===== config.mk =====
export PLATFORM = sky130hd
export DESIGN_NAME = tftp_window_receiver_top
export DESIGN_NICKNAME = d
export VERILOG_FILES = /design/src/rtl/core/twr_pkg.sv /design/src/rtl/core/twr_front.sv /design/src/rtl/core/twr_queue.sv /design/src/rtl/core/twr_back.sv /design/src/rtl/core/tftp_window_receiver_top.sv
export SDC_FILE = /design/constraint.sdc
export NUM_CORES = 1
export LEC_CHECK = 0
export ABC_AREA = 1
export BUFFER_PORTS_ARGS = -buffer_cell sky130_fd_sc_hd__buf_4
export CAP_MARGIN = 20
export CORE_MARGIN = 2
export CORE_UTILIZATION = 50
export DETAILED_ROUTE_END_ITERATION = 10
export GPL_ROUTABILITY_DRIVEN = 0
export HOLD_SLACK_MARGIN = 0.02
export PLACE_DENSITY = 0.82
export SYNTH_ARGS = -nofsm -noshare
export SYNTH_HDL_FRONTEND = slang
export SYNTH_SLANG_ARGS = --single-unit

===== constraint.sdc =====
create_clock -name clk -period 3.35 [get_ports clk]
set_input_delay 0.335 -clock clk [delete_from_list [all_inputs] [get_ports clk]]
set_output_delay 0.335 -clock clk [all_outputs]
set_load 0.02 [all_outputs]

===== src/rtl/core/twr_pkg.sv =====
// Shared types, codes and reset constants for the windowed TFTP receiver.
package twr_pkg;

  localparam logic [15:0] OP_DATA  = 16'd3;
  localparam logic [15:0] OP_ERROR = 16'd5;

  localparam logic [1:0] CFG_BLOCK_SIZE  = 2'd0;
  localparam logic [1:0] CFG_WINDOW_SIZE = 2'd1;
  localparam logic [1:0] CFG_RETRY_LIMIT = 2'd2;

  localparam logic [15:0] BLOCK_SIZE_RST  = 16'd512;
  localparam logic [15:0] WINDOW_SIZE_RST = 16'd1;
  localparam logic [7:0]  RETRY_LIMIT_RST = 8'd6;

  localparam logic [1:0] ACK_NONE  = 2'd0;
  localparam logic [1:0] ACK_ONE   = 2'd1;
  localparam logic [1:0] ACK_FINAL = 2'd3;

  localparam int QUEUE_DEPTH_DEF = 4;

  typedef enum logic [2:0] {
    ST_RUNNING    = 3'd0,
    ST_COMPLETE   = 3'd1,
    ST_TIMEOUT    = 3'd2,
    ST_PEER_ERROR = 3'd3,
    ST_UNEXPECTED = 3'd4
  } status_t;

  typedef enum logic [1:0] {
    KIND_TIMEOUT = 2'd0,
    KIND_DATA    = 2'd1,
    KIND_ERROR   = 2'd2,
    KIND_OTHER   = 2'd3
  } kind_t;

  // One classified event as it travels from the front end to the back end.
  typedef struct packed {
    kind_t       kind;
    logic [15:0] blk;
    logic [15:0] size;
    logic        is_short;
  } cmd_t;

endpackage


===== src/rtl/core/twr_front.sv =====
// Front end: classifies each incoming event and clips the payload length.
module twr_front (
  input  logic           in_func,
  input  logic [15:0]    in_pkt_opcode,
  input  logic [15:0]    in_pkt_block,
  input  logic [15:0]    in_payload_len,
  input  logic [15:0]    block_size,
  output twr_pkg::cmd_t  cmd
);
  import twr_pkg::*;

  logic [15:0] size;

  // A payload longer than the negotiated block is cut to the block size.
  assign size = (in_payload_len > block_size) ? block_size : in_payload_len;

  always_comb begin
    cmd.blk      = in_pkt_block;
    cmd.size     = size;
    cmd.is_short = (size != block_size);
    if (in_func) begin
      cmd.kind = KIND_TIMEOUT;
    end else begin
      unique case (in_pkt_opcode)
        OP_DATA:  cmd.kind = KIND_DATA;
        OP_ERROR: cmd.kind = KIND_ERROR;
        default:  cmd.kind = KIND_OTHER;
      endcase
    end
  end

endmodule


===== src/rtl/core/twr_queue.sv =====
// Short command queue between the front end and the back end.
module twr_queue #(
  parameter int DEPTH = twr_pkg::QUEUE_DEPTH_DEF
) (
  input  logic          clk,
  input  logic          rst_n,
  input  logic          push,
  input  twr_pkg::cmd_t push_cmd,
  output logic          full,
  input  logic          pop,
  output logic          q_valid,
  output twr_pkg::cmd_t q_cmd
);
  import twr_pkg::*;

  localparam int PW = $clog2(DEPTH);
  localparam int CW = $clog2(DEPTH + 1);
  localparam logic [PW-1:0] LAST = PW'(DEPTH - 1);

  cmd_t          entry_r [DEPTH];
  logic [PW-1:0] wr_ptr_r, wr_ptr_nxt;
  logic [PW-1:0] rd_ptr_r, rd_ptr_nxt;
  logic [CW-1:0] count_r, count_nxt;

  assign full    = (count_r == CW'(DEPTH));
  assign q_valid = (count_r != '0);
  assign q_cmd   = entry_r[rd_ptr_r];

  always_comb begin
    wr_ptr_nxt = wr_ptr_r;
    rd_ptr_nxt = rd_ptr_r;
    count_nxt  = count_r;
    if (push) begin
      wr_ptr_nxt = (wr_ptr_r == LAST) ? '0 : wr_ptr_r + 1'b1;
    end
    if (pop) begin
      rd_ptr_nxt = (rd_ptr_r == LAST) ? '0 : rd_ptr_r + 1'b1;
    end
    if (push && !pop) begin
      count_nxt = count_r + 1'b1;
    end else if (pop && !push) begin
      count_nxt = count_r - 1'b1;
    end
  end

  always_ff @(posedge clk) begin
    if (!rst_n) begin
      wr_ptr_r <= '0;
      rd_ptr_r <= '0;
      count_r  <= '0;
    end else begin
      wr_ptr_r <= wr_ptr_nxt;
      rd_ptr_r <= rd_ptr_nxt;
      count_r  <= count_nxt;
    end
  end

  always_ff @(posedge clk) begin
    if (push) begin
      entry_r[wr_ptr_r] <= push_cmd;
    end
  end

endmodule


===== src/rtl/core/twr_back.sv =====
// Back end: transfer state, window and retry tracking, and the result register.
module twr_back (
  input  logic              clk,
  input  logic              rst_n,
  input  logic              q_valid,
  input  twr_pkg::cmd_t     q_cmd,
  output logic              pop,
  input  logic [15:0]       window_size,
  input  logic [7:0]        retry_limit,
  input  logic              retry_reload,
  input  logic [7:0]        retry_value,
  output logic              out_valid,
  input  logic              out_stall,
  output logic [1:0]        out_ack_copies,
  output logic [15:0]       out_ack_block,
  output logic [2:0]        out_status,
  output logic [31:0]       out_bytes_total
);
  import twr_pkg::*;

  logic [15:0] expected_r, expected_nxt;
  logic [16:0] window_r, window_nxt;
  logic [7:0]  retries_r, retries_nxt;
  logic        draining_r, draining_nxt;
  logic [31:0] bytes_r, bytes_nxt;
  status_t     status_r, status_nxt;

  logic        out_valid_r, out_valid_nxt;
  logic [1:0]  copies_r, copies_nxt;
  logic [15:0] ack_r, ack_nxt;
  logic [32:0] sum;

  assign pop       = q_valid && (!out_valid_r || !out_stall);
  assign sum       = {1'b0, bytes_r} + {17'd0, q_cmd.size};

  always_comb begin
    expected_nxt = expected_r;
    window_nxt   = window_r;
    retries_nxt  = retries_r;
    draining_nxt = draining_r;
    bytes_nxt    = bytes_r;
    status_nxt   = status_r;
    copies_nxt   = ACK_NONE;
    ack_nxt      = '0;

    if (status_r == ST_RUNNING) begin
      if (q_cmd.kind == KIND_TIMEOUT) begin
        if (draining_r) begin
          // End of a drain: restart the window and, with a nonzero window size, re-ack the last good block.
          draining_nxt = 1'b0;
          window_nxt   = 17'd1;
          if (window_size != '0) begin
            copies_nxt = ACK_ONE;
            ack_nxt    = expected_r - 16'd1;
          end
        end else if (retries_r <= 8'd1) begin
          retries_nxt = '0;
          status_nxt  = ST_TIMEOUT;
        end else begin
          retries_nxt = retries_r - 8'd1;
        end
      end else if (!draining_r) begin
        retries_nxt = retry_limit;
        case (q_cmd.kind)
          KIND_DATA: begin
            if (q_cmd.blk == expected_r) begin
              bytes_nxt    = sum[32] ? 32'hFFFF_FFFF : sum[31:0];
              expected_nxt = expected_r + 16'd1;
              if (window_r >= {1'b0, window_size} || q_cmd.is_short) begin
                copies_nxt = ACK_ONE;
                ack_nxt    = expected_r;
                window_nxt = 17'd1;
              end else begin
                window_nxt = window_r + 17'd1;
              end
              if (q_cmd.is_short) begin
                copies_nxt = ACK_FINAL;
                status_nxt = ST_COMPLETE;
              end
            end else begin
              draining_nxt = 1'b1;
            end
          end
          KIND_ERROR: status_nxt = ST_PEER_ERROR;
          default:    status_nxt = ST_UNEXPECTED;
        endcase
      end
    end

    if (!pop) begin
      expected_nxt = expected_r;
      window_nxt   = window_r;
      retries_nxt  = retries_r;
      draining_nxt = draining_r;
      bytes_nxt    = bytes_r;
      status_nxt   = status_r;
    end
    if (retry_reload) begin
      retries_nxt = retry_value;
    end

    out_valid_nxt = pop || (out_valid_r && out_stall);
  end

  always_ff @(posedge clk) begin
    if (!rst_n) begin
      expected_r  <= 16'd1;
      window_r    <= 17'd1;
      retries_r   <= RETRY_LIMIT_RST;
      draining_r  <= 1'b0;
      bytes_r     <= '0;
      status_r    <= ST_RUNNING;
      out_valid_r <= 1'b0;
    end else begin
      expected_r  <= expected_nxt;
      window_r    <= window_nxt;
      retries_r   <= retries_nxt;
      draining_r  <= draining_nxt;
      bytes_r     <= bytes_nxt;
      status_r    <= status_nxt;
      out_valid_r <= out_valid_nxt;
    end
  end

  // The result register holds the outcome of the last event together with
  // the status and byte total that event left behind.
  always_ff @(posedge clk) begin
    if (pop) begin
      copies_r        <= copies_nxt;
      ack_r           <= ack_nxt;
      out_status      <= status_nxt;
      out_bytes_total <= bytes_nxt;
    end
  end

  assign out_valid      = out_valid_r;
  assign out_ack_copies = copies_r;
  assign out_ack_block  = ack_r;

endmodule


===== src/rtl/core/tftp_window_receiver_top.sv =====
// Top level of the windowed TFTP receiver: configuration registers and block wiring.
// An accepted event is written into the event queue, and the result register loads its outcome
// when the back end pops it. Throughput: one event per cycle while the queue is not full and the
// result output is not stalled. A synchronous active-low reset restores the
// configuration defaults, empties the event queue and the result register, and returns the
// transfer to block one.
module tftp_window_receiver_top #(
  parameter int QUEUE_DEPTH = twr_pkg::QUEUE_DEPTH_DEF
) (
  input  logic        clk,
  input  logic        rst_n,
  input  logic        in_valid,
  output logic        in_stall,
  input  logic        in_func,
  input  logic [15:0] in_pkt_opcode,
  input  logic [15:0] in_pkt_block,
  input  logic [15:0] in_payload_len,
  output logic        out_valid,
  input  logic        out_stall,
  output logic [1:0]  out_ack_copies,
  output logic [15:0] out_ack_block,
  output logic [2:0]  out_status,
  output logic [31:0] out_bytes_total,
  input  logic        cfg_we,
  input  logic [1:0]  cfg_index,
  input  logic [15:0] cfg_wdata
);
  import twr_pkg::*;

  logic [15:0] block_size_r;
  logic [15:0] window_size_r;
  logic [7:0]  retry_limit_r;
  logic        retry_reload;
  logic        push;
  logic        full;
  logic        pop;
  logic        q_valid;
  cmd_t        front_cmd;
  cmd_t        q_cmd;

  assign retry_reload = cfg_we && (cfg_index == CFG_RETRY_LIMIT);
  assign in_stall     = full;
  assign push         = in_valid && !full;

  always_ff @(posedge clk) begin
    if (!rst_n) begin
      block_size_r  <= BLOCK_SIZE_RST;
      window_size_r <= WINDOW_SIZE_RST;
      retry_limit_r <= RETRY_LIMIT_RST;
    end else if (cfg_we) begin
      case (cfg_index)
        CFG_BLOCK_SIZE:  block_size_r  <= cfg_wdata;
        CFG_WINDOW_SIZE: window_size_r <= cfg_wdata;
        CFG_RETRY_LIMIT: retry_limit_r <= cfg_wdata[7:0];
        default: ;
      endcase
    end
  end

  twr_front u_front (
    .in_func        (in_func),
    .in_pkt_opcode  (in_pkt_opcode),
    .in_pkt_block   (in_pkt_block),
    .in_payload_len (in_payload_len),
    .block_size     (block_size_r),
    .cmd            (front_cmd)
  );

  twr_queue #(
    .DEPTH (QUEUE_DEPTH)
  ) u_queue (
    .clk      (clk),
    .rst_n    (rst_n),
    .push     (push),
    .push_cmd (front_cmd),
    .full     (full),
    .pop      (pop),
    .q_valid  (q_valid),
    .q_cmd    (q_cmd)
  );

  twr_back u_back (
    .clk             (clk),
    .rst_n           (rst_n),
    .q_valid         (q_valid),
    .q_cmd           (q_cmd),
    .pop             (pop),
    .window_size     (window_size_r),
    .retry_limit     (retry_limit_r),
    .retry_reload    (retry_reload),
    .retry_value     (cfg_wdata[7:0]),
    .out_valid       (out_valid),
    .out_stall       (out_stall),
    .out_ack_copies  (out_ack_copies),
    .out_ack_block   (out_ack_block),
    .out_status      (out_status),
    .out_bytes_total (out_bytes_total)
  );

endmodule


==> results of run 1 <==
==> placed cells by master, fill, tap and decap left out, drive strengths merged, types with 24 or more instances in the layout <==
cell	n
dfxtp	127
buf	155
inv	188
nand3	149
clkbuf	42
nand4	29
nor3	48
ha	63
nand2	388
edfxtp	193
a21oi	139
o22ai	24
nor2	170
xor2	34
o21ai	159
==> metal layers <==
metal | GRT usage [%] | wire length (um) | up-vias
met1 | 30.9 | 16400 | 6275
met5 | 0 | 0 | -
met3 | 4.65 | 3410 | 114
met4 | 9.09 | 1280 | 0
li1 | - | - | 6569
met2 | 39.7 | 18800 | 618
==> synth_stat cells, types with 5 or more instances <==
library cell,count
nor4_1,14
clkbuf_1,45
a211oi_1,6
dfxtp_1,127
buf_4,5
a21oi_1,139
xor2_1,34
nand2_2,5
buf_6,6
inv_2,6
inv_1,178
nand4_1,29
o21bai_1,6
nor2_2,5
nor3_1,48
o21ai_0,154
nand2_1,381
nand3_1,144
nor2_1,161
edfxtp_1,193
o22ai_1,24
buf_2,7
ha_1,63
xnor2_1,8
==> final timing paths <==
path                                       start                         to  slack, ps  depth (start not counted)
worst min-delay path             in_pkt_block[7]     u_queue.entry_r[2][24]         40                          1
worst max-delay path                        flop  u_back.out_bytes_total[5]        220                         16
worst max register to register              flop  u_back.out_bytes_total[5]        220                         16
worst min register to register  retry_limit_r[2]           retry_limit_r[2]        460                          2
==> cell type report <==
class / count / area, um2 / area share [%]
clock inverters: 18 / 158 / 0.848
inverters: 188 / 708 / 3.81
clock buffers: 42 / 912 / 4.91
repair buffers: 169 / 1320 / 7.08
flip-flops and latches: 320 / 8340 / 44.9
diodes: 1 / 2.50 / 0.0135
well taps: 402 / 503 / 2.71
multi-input cells: 1268 / 6650 / 35.8
==> repair_timing <==
| item | in CTS | in global routing |
|---|---|---|
| endpoints found under the setup margin | 0 | 77 |
| hold buffers | 13 | 1 |
| endpoints found under the hold margin | 52 | 4 |
| gates resized for setup | 0 | 13 |
| buffers inserted | 0 | 0 |
==> where the power goes <==
group	total [mW]	switching (mW)	internal, mW
clock network	3.64	1.54	2.10
registers	5.18	0.257	4.92
logic	4.69	3.18	1.51
==> sequential cells by signal, summed over array words and instances (netlist names), 16 cells and up, named ones only <==
register                cells
window_size_r              16
u_back.bytes_r             32
u_queue.entry_r           140
u_back.expected_r          16
u_back.window_r            17
u_back.out_bytes_total     32
u_back.out_ack_block       16
block_size_r               16
==> cell families after synthesis <==
| logic type | after synthesis | share of synthesized area, % |
|---|---|---|
| AOI/OAI and AO/OA | 350 | 11.7 |
| xor gates and xnor gates | 42 | 2.30 |
| adders and majority gates | 65 | 5.18 |
| buffers and inverters | 255 | 6.46 |
| DFF | 320 | 52.2 |
| and+or+nand+nor | 811 | 22.2 |
==> per-stage QoR <==
stage	utilization [%]	cell area, um2	hold WS [ps]	total power, mW
final	58.9	18600	43.5	13.5
after global routing	58.9	18600	28.8	14.3
after CTS	58.8	18600	22.4	13.5
after detailed placement	55.0	17400	445	9.85
after global placement	55.0	17400	438	9.68
after floorplan	-	16000	424	8.35
==> out/qor.yml, run 1 <==
status:
  status: "finished clean"
detailed_routing:
  avgViaCountPerCell: 5.64
  ant_nets: 0
  wl_mm: 39.8
  first_pass_iters: 5
  vias: 13600
  wl_per_cell_um: 16.5
  initialDrtViolationCount: 1497
  drc_errors: 0
yosys:
  avgSynthCellArea_um2: 8.67
  ys_seq_area_share_pct: 52.2
  yosysWarnings: 0
  synthCells: 1843
  synth_top_area_share_pct: 36.3
  synth_area_leader_cell: "edfxtp_1"
  synth_edf_count: 193
  synth_top_flop_cell: "edfxtp_1"
  ys_types: 52
  netlist_area_um2: 16000
  synthArstFlopShare_pct: 0
  synth_seq_cells: 320
  syn_nets: 1980
  synth_area_leaders: "edfxtp_1, dfxtp_1, nand2_1, ha_1, o21ai_0"
clock_tree:
  htree_levels: 2
  tritoncts: "yes"
  cts_buffer_depth: 3
  cts.sinks: 320
  worstSkewPairLatency_ps: 530
  root_buffer: "clkbuf_16"
  clk_pin_slew_ps: 60
  cts_made_buffers: 34
timing:
  final_hold_viol_count: 0
  finalSetupTns_ps: 0
  finalMaxSlewViolations: 0
  rsz0062_at_grt: "false"
  clock_skew_ps: 23.8
  post-route-min-period_ps: 3130
  tightest_slew_ps: 958
  finalWorstSetupSlack_ps: 224
  finalCritPeriodShare_pct: 93.3
  maxSlewHeadroom_pct: 35.5
  fmax_ghz: 0.320
  finalSetupViolCount: 0
setup_path:
  path_class: "reg2reg"
  crit_buf_inv: 4
  crit_path_end_kind: "flop"
  worstPathMaxFanout: 17
  cp_slowest_cell: "dfxtp_4"
  max_stage_delay_ps: 390
  crit_family: "compound AO/OA/AOI/OAI gates"
  required_ps: 3610
  cp.arrival_ps: 3390
  cp_common_cell: "nand2_1"
  start_kind: "flop"
  cp_cell_sequence: "inv_4, buf_4, o21ai_0, o22ai_1, ha_1, a21oi_1, nand2_1, a21oi_2, o21ai_1, nand2_1, nand2_1, buf_4, nand3_1, inv_1, o21ai_0, nand2_1"
final_layout:
  n_fill_cell: 2598
  nets: 2118
  syn_to_final_growth_pct: 16.3
  final_cells: 2408
  drive_gt1_share_pct: 12.4
floorplan:
  start_util_pct: 50.7
  die_h_um: 183
  die_area_um2: 33400
  fp.dieW_um: 183
  row_count: 65
  io_pins: 127
  core_area_um2: 31600
run:
  maxCapViolCount: 0
placed_design:
  hpwl_mm: 28.5
  place_inst: 2333
  io_buffers: 126
  dpl_worst_slack_ps: 76.9
pwr:
  p_per_area_nw_per_um2: 727
  ir_drop_uv: 421
  p_leak_nw: 7.57
global_routing:
  grt_usage_pct: 23.8
  grt_overflow: 0
  grt_start_max_net_pins: 65
  antenna_found_initial: 1
  grt_pass1_vias: 12900
  grt_pass1_wl_mm: 64.4
worst_hold_path:
  hold_class: "in2reg"
Note: power is estimated with default switching activity, not from simulation.
==> run 2, diff against run 1 <==
--- a/config.mk
+++ b/config.mk
@@ -10,8 +10,9 @@
 export CAP_MARGIN = 20
 export CORE_MARGIN = 2
 export CORE_UTILIZATION = 50
+export CTS_CLUSTER_DIAMETER = 30
 export DETAILED_ROUTE_END_ITERATION = 10
-export GPL_ROUTABILITY_DRIVEN = 0
+export GPL_ROUTABILITY_DRIVEN = 1
 export HOLD_SLACK_MARGIN = 0.02
 export PLACE_DENSITY = 0.82
 export SYNTH_ARGS = -nofsm -noshare
==> constraint.sdc (replaced) <==
create_clock -name clk -period 3.35 [get_ports clk]
set_input_delay 0.1675 -clock clk [delete_from_list [all_inputs] [get_ports clk]]
set_output_delay 0.1675 -clock clk [all_outputs]
set_load 0.02 [all_outputs]
==> out/qor.yml, run 2 (same netlist as run 1, synthesis figures left out) <==
timing:
  maxSlewHeadroom_pct: 33.5
  clock_skew_ps: 23.3
  rsz0062_at_grt: "false"
  post-route-min-period_ps: 3100
  tightest_slew_ps: 988
  finalMaxSlewViolations: 0
  finalSetupViolCount: 0
  final_hold_viol_count: 0
  finalCritPeriodShare_pct: 92.6
  fmax_ghz: 0.322
  holdWs_ps: 33.0
clock_tree:
  root_buffer: "clkbuf_16"
  cts_buffer_depth: 3
  cts_made_buffers: 61
  post-cts-setup-buffers: 0
  clk_pin_slew_ps: 50
  tritoncts: "yes"
  worstSkewPairLatency_ps: 600
  htree_levels: 2
  cts.sinks: 320
floorplan:
  die_area_um2: 33400
  die_h_um: 183
  fp.dieW_um: 183
  io_pins: 127
  start_util_pct: 50.7
  core_area_um2: 31600
  row_count: 65
detailed_routing:
  wl_met1_mm: 17.2
  routed-wl-met2_mm: 20.9
  drc_errors: 0
  wl_met3_mm: 3.62
  vias: 14200
  first_pass_iters: 6
  avgViaCountPerCell: 5.70
  top_layer: "met4"
  ant_nets: 0
  wl_mm: 43.1
  wl_per_cell_um: 17.3
  initialDrtViolationCount: 1434
final_layout:
  top_register: "u_queue.entry_r"
  largest_reg_flops: 140
  n_fill_cell: 2441
  drive_gt1_share_pct: 14.5
  diodes: 0
  syn_to_final_growth_pct: 24.8
  final_cell_mix: "nand2_1, edfxtp_1, inv_1"
  largestRegisters: "u_queue.entry_r: 140 flops, u_back.bytes_r: 32 flops, u_back.out_bytes_total: 32 flops"
  final_common_cell: "nand2_1"
  nets: 2171
  fin_area_um2: 19900
setup_path:
  required_ps: 3880
  path_class: "reg2reg"
  cp-endpoint: "u_back.bytes_r[17]"
  start_kind: "flop"
  ff2ff_setup_slack_ps: 250
  crit_path_end_kind: "flop"
  cp.arrival_ps: 3630
  reg2reg_to: "u_back.bytes_r[17]"
  r2r_cells: 18
  worstPathMaxFanout: 28
pwr:
  sw_frac_of_total_pct: 35.0
  p_per_area_nw_per_um2: 816
  seq_power_share_pct: 31.9
  clockPowerShare_pct: 38.2
  ir_drop_uv: 608
  p_int_mw: 10.6
  power_switching_mw: 5.69
  p_leak_nw: 8.17
  combPwrFrac_pct: 29.9
placed_design:
  io_buffers: 126
  placed_area_um2: 17400
  globalplace.congestion: 0.912
  hpwl_mm: 28.4
global_routing:
  grt_pass1_vias: 14000
  grt_overflow: 0
  grt_pass1_wl_mm: 69.0
  antenna_found_initial: 0
  grt_start_max_net_pins: 65
  grt_usage_pct: 25.7
worst_hold_path:
  hold_class: "in2reg"
run:
  maxCapViolCount: 0
status:
  status: "finished clean"
[run 2: cell types whose count changed in the layout (fill, tap and decap cells not counted), sizes merged]
cell,before,now
buf,155,157
bufinv,2,8
clkbuf,42,77
clkinv,14,16
clkinvlp,2,8
diode,1,0
dlygate4sd3,14,38
inv,188,194
[run 2: worst min path at each step]
stage                       start  slack [ps]  cells past startpoint                endpoint
2_1_floorplan     in_pkt_block[0]         270                      0  u_queue.entry_r[0][17]
3_3_place_gp      in_pkt_block[9]         370                      1  u_queue.entry_r[2][26]
3_5_place_dp      in_pkt_block[9]         370                      1  u_queue.entry_r[0][26]
4_1_cts        in_payload_len[12]          20                      3  u_queue.entry_r[0][13]
5_1_grt         in_payload_len[2]          80                      3   u_queue.entry_r[0][3]
6_report       in_payload_len[12]          30                      3  u_queue.entry_r[0][13]
[run 2: per-layer routing]
layer,global-route usage (%),vias to the layer above
met1,32.5,6663
met2,43.9,683
met3,4.61,134
met5,0,-
met4,10.6,0
li1,-,6712
[run 2: what timing repair did]
item	4_1_cts	5_1_grt
hold endpoints to repair	115	0
resized for setup	1	14
hold buffers	38	0
endpoints found under the setup margin	5	89
[run 2: worst max-delay path, stage by stage (launching register included)]
cell	delay, ps
dfxtp_4	440
inv_6	120
buf_4	200
o21ai_0	180
o22ai_1	140
ha_1	410
a21oi_1	120
o21ai_1	190
a21oi_1	90
nand2_1	150
nand3_1	90
nand2_1	140
nand2_2	80
nor2_2	160
inv_2	50
or2_1	200
nand3_1	140
nand2_1	70
inv_1	70
[run 2: per-stage QoR]
stage | setup TNS [ps] | instances | util, % | total power [mW] | setup slack, ps
2_1_floorplan | 0 | 1843 | - | 8.35 | 61.4
3_3_place_gp | 0 | 2335 | 55.1 | 9.77 | 205
3_5_place_dp | -38.0 | 2335 | 55.1 | 9.92 | -32.2
4_1_cts | 0 | 2488 | 63.1 | 16.2 | 87.9
5_1_grt | 0 | 2488 | 63.2 | 17.0 | 8.48
6_report | 0 | 2488 | 63.2 | 16.3 | 247
[run 2: cell type report]
class | count | area [um2] | share of cell area, %
Sequential cell | 320 | 8340 | 41.8
Timing Repair Buffer | 195 | 1600 | 8.02
Tap cell | 402 | 503 | 2.52
Clock inverter | 38 | 517 | 2.59
Multi-Input combinational cell | 1268 | 6660 | 33.4
Clock buffer | 77 | 1620 | 8.10
Inverter | 188 | 711 | 3.56
[run 2: power by group through the flow]
stage               Clock (mW)  Combinational, mW  Sequential (mW)
floorplan                    0               2.77             5.58
global placement             0               4.53             5.24
detailed placement           0               4.67             5.26
CTS                       6.26               4.76             5.19
global route              6.46               5.33             5.25
finish                    6.22               4.86             5.19
==> run 3, diff against run 2 <==
--- a/config.mk
+++ b/config.mk
@@ -9,12 +9,13 @@
 export BUFFER_PORTS_ARGS = -buffer_cell sky130_fd_sc_hd__buf_4
 export CAP_MARGIN = 20
 export CORE_MARGIN = 2
-export CORE_UTILIZATION = 50
+export CORE_UTILIZATION = 45
 export CTS_CLUSTER_DIAMETER = 30
+export CTS_CLUSTER_SIZE = 10
 export DETAILED_ROUTE_END_ITERATION = 10
 export GPL_ROUTABILITY_DRIVEN = 1
 export HOLD_SLACK_MARGIN = 0.02
-export PLACE_DENSITY = 0.82
+export PLACE_DENSITY = 0.76
 export SYNTH_ARGS = -nofsm -noshare
 export SYNTH_HDL_FRONTEND = slang
 export SYNTH_SLANG_ARGS = --single-unit
==> out/qor.yml, run 3 (same netlist as run 1, synthesis figures left out) <==
status:
  status: "finished clean"
global_routing:
  grt_use_met1_pct: 29.3
  grt_pass1_vias: 13500
  grt_usage_pct: 23.0
  grt_pass1_wl_mm: 67.1
  antenna_found_initial: 1
  grt_start_max_net_pins: 65
  grt_overflow: 0
  top_usage_layer: "met2"
  grt_use_met2_pct: 37.8
  met3_usage_pct: 4.73
pwr:
  p_per_area_nw_per_um2: 839
  p_leak_nw: 8.35
  ir_drop_uv: 595
run:
  maxCapViolCount: 0
clock_tree:
  post-cts-setup-buffers: 0
  cts_buffer_depth: 3
  htree_levels: 3
  clk_pin_slew_ps: 50
  tritoncts: "yes"
  cts_made_buffers: 71
  cts.sinks: 320
  root_buffer: "clkbuf_16"
  worstSkewPairLatency_ps: 590
setup_path:
  r2r_cells: 18
  cp_cell_sequence: "inv_4, buf_4, buf_4, nand2_1, nand3_1, nand2_1, nand2_1, nand2_1, nor2_1, nand2_1, nor2_2, nand2_2, nor2_4, nand3_4, inv_2, nand3_1, nand2_1, a21oi_1"
  crit_path_end_kind: "flop"
  required_ps: 3800
  crit_buf_inv: 4
  crit_family: "simple AND/OR/NAND/NOR gates"
  cp_slowest_cell: "dfxtp_2"
  start_kind: "flop"
  ff2ff_setup_slack_ps: 260
  cp.arrival_ps: 3540
  cp_common_cell: "nand2_1"
  max_stage_delay_ps: 350
  reg2reg_to: "u_back.expected_r[3]"
  path_class: "reg2reg"
  worstPathMaxFanout: 32
detailed_routing:
  vias: 13800
  first_pass_iters: 6
  drc_errors: 0
  initialDrtViolationCount: 1205
  ant_nets: 0
  wl_per_cell_um: 16.5
  avgViaCountPerCell: 5.39
  wl_mm: 42.2
final_layout:
  largest_reg_flops: 140
  final_cell_mix: "nand2_1, edfxtp_1, inv_1"
  multi_input_area_um2: 6650
  n_fill_cell: 2903
  final_cells: 2564
  seq_area_um2: 8340
  drive_gt1_share_pct: 15.4
  top_register: "u_queue.entry_r"
  syn_to_final_growth_pct: 27.3
  largestRegisters: "u_queue.entry_r: 140 flops, u_back.bytes_r: 32 flops, u_back.out_bytes_total: 32 flops"
  nets: 2181
  final_common_cell: "nand2_1"
placed_design:
  place_inst: 2394
  io_buffers: 126
  hpwl_mm: 28.8
  globalplace.congestion: 0.924
timing:
  post-route-min-period_ps: 3090
  tightest_slew_ps: 939
  maxSlewHeadroom_pct: 37.2
  final_hold_viol_count: 0
  clock_skew_ps: 31.3
  finalSetupTns_ps: 0
  finalSetupViolCount: 0
  fmax_ghz: 0.323
  rsz0062_at_grt: "false"
  finalCritPeriodShare_pct: 92.4
  finalMaxSlewViolations: 0
floorplan:
  io_pins: 127
  die_area_um2: 37000
  core_area_um2: 35300
  start_util_pct: 45.3
  die_h_um: 192
  row_count: 69
  fp.dieW_um: 192
worst_hold_path:
  whs_path_depth: 3
  hold_start: "in_payload_len[12]"
  hold_class: "in2reg"
  whs_endpoint: "u_queue.entry_r[3][13]"
[run 3: cell count changes in the layout (fill, tap and decap cells not counted), moves of 2 or more]
cell	delta
buf_12	-3
nor2_1	+2
clkbuf_16	+12
clkbuf_8	+2
buf_4	+4
clkinv_2	+5
nor2_2	-2
clkbuf_1	-5
clkinv_8	+4
[run 3: final cells by class]
cell class              instances  area share (%)
inverters                     188            3.48
diodes                          1          0.0123
repair buffers                195            7.66
clock buffers                  86            9.47
well taps                     461            2.84
flip-flops and latches        320            41.0
multi-input cells            1268            32.7
clock inverters                45            2.87
[run 3: worst reg2reg max path, delay by kind of cell (launching register included)]
kind	cells	cell delay, ps
compound gates	1	50
buf+inv	4	920
flops	1	350
simple gates	13	1630
[run 3: what timing repair did]
action                                 in CTS  in global routing
hold buffers                               38                  0
setup endpoints to repair                   0                 35
gates resized for setup                     0                 10
endpoints found under the hold margin     114                  0
[run 3: through the flow]
stage          power, mW  setup WS (ps)  hold slack [ps]  util (%)  cell area (um2)
6_report            17.1            256             60.9      57.6            20300
3_3_place_gp        9.76            390              368      49.4            17400
5_1_grt             17.9           21.0             82.3      57.6            20300
2_1_floorplan       8.35           61.4              266         -            16000
3_5_place_dp        9.88            272              372      49.4            17400
4_1_cts             17.1            219             35.4      57.5            20300
[run 3: how the worst max path moves through the flow]
stage                                  to  startpoint  cells after the start
2_1_floorplan  u_back.out_bytes_total[13]        flop                     23
3_3_place_gp    u_back.out_bytes_total[3]        flop                     17
3_5_place_dp    u_back.out_bytes_total[7]        flop                     16
4_1_cts         u_back.out_bytes_total[7]        flop                     16
5_1_grt              u_back.expected_r[3]        flop                     18
6_report             u_back.expected_r[3]        flop                     18
[run 3: report_power, final]
group / leakage, nW / total, mW / internal (mW) / switching (mW)
Combinational: 4.28 / 4.74 / 1.54 / 3.20
Sequential: 2.86 / 5.19 / 4.94 / 0.255
Clock: 1.20 / 7.15 / 4.84 / 2.31
[run 3: routing by layer]
metal / routed length, um / vias to the layer above
li1: - / 6738
met1: 17800 / 6424
met2: 20100 / 563
met3: 2960 / 105
met4: 1360 / 2
met5: 13 / -
